File: config.mk
export PLATFORM = sky130hd
export DESIGN_NAME = ps2_frame_receiver_packet_assembler
export DESIGN_NICKNAME = d
export VERILOG_FILES = /design/src/hdl/ps2fr_pkg.sv /design/src/hdl/ps2_frame_receiver_packet_assembler.sv
export SDC_FILE = /design/constraint.sdc
export NUM_CORES = 1
export LEC_CHECK = 0
export BUFFER_PORTS_ARGS = -buffer_cell sky130_fd_sc_hd__clkbuf_2
export CORE_MARGIN = 10
export CORE_UTILIZATION = 30
export CTS_BUF_LIST = sky130_fd_sc_hd__clkbuf_8
export DETAILED_ROUTE_END_ITERATION = 10
export HOLD_SLACK_MARGIN = 0.05
export SYNTH_ARGS = -nofsm -noshare
export SYNTH_HDL_FRONTEND = slang
export SYNTH_SLANG_ARGS = --single-unit
File: constraint.sdc
create_clock -name clock -period 2.8 [get_ports clock]
set_clock_uncertainty 0.05 [all_clocks]
set_input_delay 0.28 -clock clock [delete_from_list [all_inputs] [get_ports clock]]
set_output_delay 0.28 -clock clock [all_outputs]
set_load 0.05 [all_outputs]
File: src/hdl/ps2fr_pkg.sv
// Package for the PS/2 frame receiver and packet assembler.
// Holds the item struct types and the frame and slot constants.
// No dependencies.
package ps2fr_pkg;

   // One line sample per input item
   typedef struct packed {
      logic clk_line;
      logic data_line;
   } req_type;

   // One completed frame per result item
   typedef struct packed {
      logic [7:0] received_byte;
      logic       parity_bit;
      logic       packet_ready;
      logic [7:0] packet_first;
      logic [7:0] packet_second;
      logic [7:0] packet_third;
   } rsp_type;

   // Frame edge counts
   localparam logic [3:0] START_EDGE     = 4'd0;
   localparam logic [3:0] LAST_DATA_EDGE = 4'd8;
   localparam logic [3:0] PARITY_EDGE    = 4'd9;
   localparam logic [3:0] FRAME_EDGES    = 4'd11;

   // Packet slot codes
   localparam logic [1:0] SLOT_FIRST  = 2'd0;
   localparam logic [1:0] SLOT_SECOND = 2'd1;
   localparam logic [1:0] SLOT_THIRD  = 2'd2;
   localparam logic [1:0] SLOT_SKIP   = 2'd3;

endpackage

File: src/hdl/ps2_frame_receiver_packet_assembler.sv
// PS/2 frame receiver with three-byte movement packet assembler, top level.
// Depends on ps2fr_pkg for the item types and constants.
//
// A result item enters the output register in the cycle after its frame's last
// sample is accepted. Throughput: one line sample per cycle unless a frame's
// last sample waits on a full output register; frame decode is a single pass of
// logic from the accepted sample and the frame state into the output register.
// Reset (synchronous, active high): clock line taken as high, edge counter and
// shift byte cleared, slot counter set to skip the first collected byte,
// reporting disabled, output register empty.
module ps2_frame_receiver_packet_assembler (
   input  logic                clock,
   input  logic                reset,
   input  logic                req_valid,
   output logic                req_ready,
   input  ps2fr_pkg::req_type  req_payload,
   output logic                rsp_valid,
   input  logic                rsp_ready,
   output ps2fr_pkg::rsp_type  rsp_payload,
   input  logic                csr_write_enable,
   input  logic                csr_write_data
);

   // Configuration
   logic reporting_enable_ff;

   // Frame state
   logic       clock_previous_ff, clock_previous_in;
   logic [3:0] edge_count_ff,     edge_count_in;
   logic [7:0] shift_byte_ff,     shift_byte_in;
   logic       parity_held_ff,    parity_held_in;

   // Packet state; held bytes need no reset, a packet is only built after
   // both slots were written
   logic [1:0] slot_index_ff,     slot_index_in;
   logic [7:0] held_first_ff,     held_first_in;
   logic [7:0] held_second_ff,    held_second_in;

   // Output register
   logic               rsp_valid_ff, rsp_valid_in;
   ps2fr_pkg::rsp_type rsp_payload_ff, rsp_payload_in;

   logic       accept;
   logic       falling;
   logic       rising;
   logic       emit;
   logic [2:0] bit_idx;
   ps2fr_pkg::rsp_type result;

   // Edge detect against the previous sample
   assign falling = clock_previous_ff & ~req_payload.clk_line;
   assign rising  = ~clock_previous_ff & req_payload.clk_line;
   // Frame completes on the rising edge after the eleventh falling edge
   assign emit    = rising & (edge_count_ff == ps2fr_pkg::FRAME_EDGES);

   // Take a sample whenever it produces no result, or the output register
   // is free or being drained this cycle
   assign req_ready = ~emit | ~rsp_valid_ff | rsp_ready;
   assign accept    = req_valid & req_ready;

   // Data bits arrive LSB first on edges one through eight
   assign bit_idx = 3'(edge_count_ff - 4'd1);

   always_comb begin
      clock_previous_in = clock_previous_ff;
      edge_count_in     = edge_count_ff;
      shift_byte_in     = shift_byte_ff;
      parity_held_in    = parity_held_ff;
      slot_index_in     = slot_index_ff;
      held_first_in     = held_first_ff;
      held_second_in    = held_second_ff;

      result               = '0;
      result.received_byte = shift_byte_ff;
      result.parity_bit    = parity_held_ff;

      if (accept) begin
         clock_previous_in = req_payload.clk_line;
         if (falling) begin
            if (edge_count_ff >= ps2fr_pkg::FRAME_EDGES) begin
               // Out-of-range count: drop the frame
               edge_count_in = '0;
            end else begin
               if (edge_count_ff == ps2fr_pkg::START_EDGE) begin
                  shift_byte_in = '0;
               end else if (edge_count_ff <= ps2fr_pkg::LAST_DATA_EDGE) begin
                  shift_byte_in = shift_byte_ff | (8'(req_payload.data_line) << bit_idx);
               end else if (edge_count_ff == ps2fr_pkg::PARITY_EDGE) begin
                  parity_held_in = req_payload.data_line;
               end
               edge_count_in = edge_count_ff + 4'd1;
            end
         end else if (rising && edge_count_ff >= ps2fr_pkg::FRAME_EDGES) begin
            edge_count_in = '0;
            if (emit && reporting_enable_ff) begin
               case (slot_index_ff)
                  ps2fr_pkg::SLOT_FIRST: begin
                     held_first_in = shift_byte_ff;
                     slot_index_in = ps2fr_pkg::SLOT_SECOND;
                  end
                  ps2fr_pkg::SLOT_SECOND: begin
                     held_second_in = shift_byte_ff;
                     slot_index_in  = ps2fr_pkg::SLOT_THIRD;
                  end
                  ps2fr_pkg::SLOT_THIRD: begin
                     result.packet_ready  = 1'b1;
                     result.packet_first  = held_first_ff;
                     result.packet_second = held_second_ff;
                     result.packet_third  = shift_byte_ff;
                     slot_index_in        = ps2fr_pkg::SLOT_FIRST;
                  end
                  default: begin
                     // Skip slot: discard this byte
                     slot_index_in = ps2fr_pkg::SLOT_FIRST;
                  end
               endcase
            end
         end
      end
   end

   // Output register: load on a completed frame, drop when taken
   always_comb begin
      rsp_valid_in   = rsp_valid_ff & ~rsp_ready;
      rsp_payload_in = rsp_payload_ff;
      if (accept && emit) begin
         rsp_valid_in   = 1'b1;
         rsp_payload_in = result;
      end
   end

   always_ff @(posedge clock) begin
      if (reset) begin
         reporting_enable_ff <= 1'b0;
         clock_previous_ff   <= 1'b1;
         edge_count_ff       <= '0;
         shift_byte_ff       <= '0;
         parity_held_ff      <= 1'b0;
         slot_index_ff       <= ps2fr_pkg::SLOT_SKIP;
         rsp_valid_ff        <= 1'b0;
      end else begin
         if (csr_write_enable) begin
            reporting_enable_ff <= csr_write_data;
         end
         clock_previous_ff <= clock_previous_in;
         edge_count_ff     <= edge_count_in;
         shift_byte_ff     <= shift_byte_in;
         parity_held_ff    <= parity_held_in;
         slot_index_ff     <= slot_index_in;
         rsp_valid_ff      <= rsp_valid_in;
      end
   end

   // Payload registers, no reset
   always_ff @(posedge clock) begin
      held_first_ff  <= held_first_in;
      held_second_ff <= held_second_in;
      rsp_payload_ff <= rsp_payload_in;
   end

   assign rsp_valid   = rsp_valid_ff;
   assign rsp_payload = rsp_payload_ff;

   // A completed frame always lands in the output register and rearms the counter
   assert property (@(posedge clock) disable iff (reset)
      (accept && emit) |=> (rsp_valid_ff && edge_count_ff == 4'd0))
      else $error("completed frame not loaded into output register");

   // A byte taken in the third slot flags a packet
   assert property (@(posedge clock) disable iff (reset)
      (accept && emit && reporting_enable_ff && slot_index_ff == ps2fr_pkg::SLOT_THIRD)
      |=> rsp_payload_ff.packet_ready)
      else $error("third slot byte did not flag a packet");

   // A shown packet leaves the slot counter back at the first slot
   assert property (@(posedge clock) disable iff (reset)
      (rsp_valid_ff && rsp_payload_ff.packet_ready) |-> (slot_index_ff == ps2fr_pkg::SLOT_FIRST))
      else $error("slot counter not rewound after packet");

   // The sampler is never blocked by a sample that produces no result
   assert property (@(posedge clock) disable iff (reset)
      !emit |-> req_ready)
      else $error("sample without result stalled");

endmodule

==> flow_summary.ini <==
[power_and_ir_drop]
p_int_w = 0.00159
clockPowerShare_pct = 43.4
finalPower_w = 0.00200
p_sw_share_pct = 20.6
power_density_nw_per_um2 = 632
combPwrFrac_pct = 2.7
p_switching_w = 0.000412
p_leak_nw = 1.14
peakVddDrop_mv = 0.178
seq_power_share_pct = 53.9

[critical_path]
cp-start-kind = flop
path_class = reg2out
worst_setup_path_end_kind = primary output
cp_data_arrival_time_ns = 1.94
crit_fanout = 8
worstPathRequired_ns = 2.47

[clock_network]
cts_resized = 0
hold_buffers = 0
clock_path_buffers = 2
post-cts-setup-buffer-count = 0
cts_sinks = 68
clk_pin_slew_worst_paths_ns = 0.07
clk_latency_ns = 0.34
cts_buffers = 9
cts_tree = yes
htreeDepth = 3
root_buffer = clkbuf_8

[timing]
fin_tns_setup_ns = 0
timing.fmax_ghz = 0.440
post-route-period-util_pct = 81.1
rsz0062_at_grt = no
finalSetupViolCount = 0
maxSlewViolCount = 0
tightest_slew_ns = 0.721
setup_slack_ns = 0.528
finalCriticalPeriod_ns = 2.27
slew_headroom_pct = 51.4
hold_viol = 0

[routing]
routed-via-count = 1586
drt_iter0_drc = 90
drtAntennaViolNets = 0
drc = 0
routed_wirelength_mm = 4.78
firstDrtPassIters = 4
avgRoutedWirePerCell_um = 14.0
viasPerCell = 4.66

[synth]
yosys.area.top_type = edfxtp_1
synth.area.top_cells = edfxtp_1 58%, dfxtp_1 14%, and2_1 6.0%
synth_cell_type_count = 36
syn_area_um2 = 2600
ys_top_cells_by_count = 50 x edfxtp_1, 25 x and2_1, 18 x dfxtp_1
synth_cells = 178
synth-seq-cells = 68
synth_top_area_share_pct = 57.8
synth_ff_type = edfxtp_1
yosysMostFrequentCell = edfxtp_1
synth_edf_count = 50
yosysWarnings = 0
syn_nets = 190
avgSynthCellArea_um2 = 14.6
seq_area_frac_synth_pct = 71.6
async_reset_ff_share_pct = 0

[cells_and_area]
final_util_pct = 37.9
final_nets = 242
ff_latch_area_um2 = 1860
syn_to_final_growth_pct = 21.8
multiInputGateArea_um2 = 683
fillers = 779
drive_gt1_share_pct = 28.5
antenna_cells = 0

[hold_path]
hold_path_class = in2reg

[die]
initial_utilization_pct = 31.2
die_w_um = 113
rows = 33
dieArea_um2 = 12800
coreArea_um2 = 8340
ios = 44
dieHeight_um = 113

[flow_run]
drv_cap = 0

[place]
gp_congestion = 0.784
portBuffers = 43
post-place-ws_ns = 0.805
hpwl_mm = 3.40

[global_routing]
gr-total-overflow = 0
grt_max_degree = 35
antenna_found_initial = 0
grt_pass1_wl_mm = 7.83
grt_pass1_vias = 1603
grt.total_usage_pct = 7.69

[run_status]
status = finished clean
-- kinds of logic after synthesis --
kind of cell / after synthesis / synth area share [%]
adders and majority gates: 4 / 1.93
and+or+nand+nor: 66 / 15.3
muxes: 3 / 1.16
AOI/OAI and AO/OA: 25 / 7.90
buffers and inverters: 12 / 2.07
DFF: 68 / 71.6
-- final cells by class --
type,count,share of cell area [%]
Sequential cell,68,58.8
Clock buffer,9,3.91
Inverter,5,0.593
Tap cell,105,4.15
Clock inverter,7,2.93
Timing Repair Buffer,48,7.99
Multi-Input combinational cell,98,21.6
-- through the flow --
stage	std cells	cell area, um2	hold slack, ns
2_1_floorplan	178	2600	0.358
3_3_place_gp	324	2950	0.403
3_5_place_dp	324	2950	0.397
4_1_cts	340	3160	0.110
5_1_grt	340	3160	0.138
6_report	340	3160	0.125
-- cell usage in the layout (no fill, tap or decap), types with 2 or more instances in the layout --
cell / n
edfxtp_1: 50
clkbuf_2: 43
and2_1: 25
dfxtp_1: 18
nor2_1: 13
clkbuf_8: 9
a41oi_1: 8
inv_1: 6
buf_4: 5
nand2b_1: 4
nor2b_1: 4
nand2_1: 4
ha_1: 4
nor3b_1: 3
o21ai_0: 3
mux2i_1: 3
a21oi_1: 3
nand3b_1: 2
a211o_1: 2
o41ai_2: 2
o31ai_1: 2
nand3_1: 2
clkinvlp_4: 2
bufinv_16: 2
-- final timing paths --
kind,from,endpoint,cells past startpoint,slack [ns]
hold reg to reg,parity_held_ff,rsp_payload[25],0,0.41
setup reg to reg,edge_count_ff[0],rsp_payload[7],4,0.81
setup / recovery,edge_count_ff[0],req_ready,4,0.53
hold / removal,csr_write_data,reporting_enable_ff,3,0.12
-- state kept, by name, indices dropped and copies added, names as in the netlist --
name and count:
parity_held_ff 1, reporting_enable_ff 1, rsp_valid 1, clock_previous_ff 1, held_second_ff 8, slot_index_ff 2
held_first_ff 8, shift_byte_ff 8, edge_count_ff 4, rsp_payload 34
-- power by group through the flow --
stage	Sequential [W]	Clock, W	Combinational, W
after floorplan	0.00110	0	0.0000384
after global placement	0.00110	0	0.0000531
after detailed placement	0.00110	0	0.0000542
after CTS	0.00108	0.000887	0.0000544
after global routing	0.00108	0.000931	0.0000614
final	0.00108	0.000869	0.0000543
-- worst max-delay path, cell delays in order (launching register included) --
cell      delay (ns)
dfxtp_1         0.46
ha_1            0.29
inv_1           0.11
or4_1           0.50
clkbuf_2        0.25
-- layer usage --
layer / wire (um) / vias to the layer above / global-route usage, %
li1: - / 765 / -
met1: 2110 / 762 / 8.39
met2: 2120 / 46 / 11.3
met3: 442 / 13 / 4.33
met4: 102 / 0 / 5.08
met5: 0 / - / 0
(Power assumes the default switching activity.)
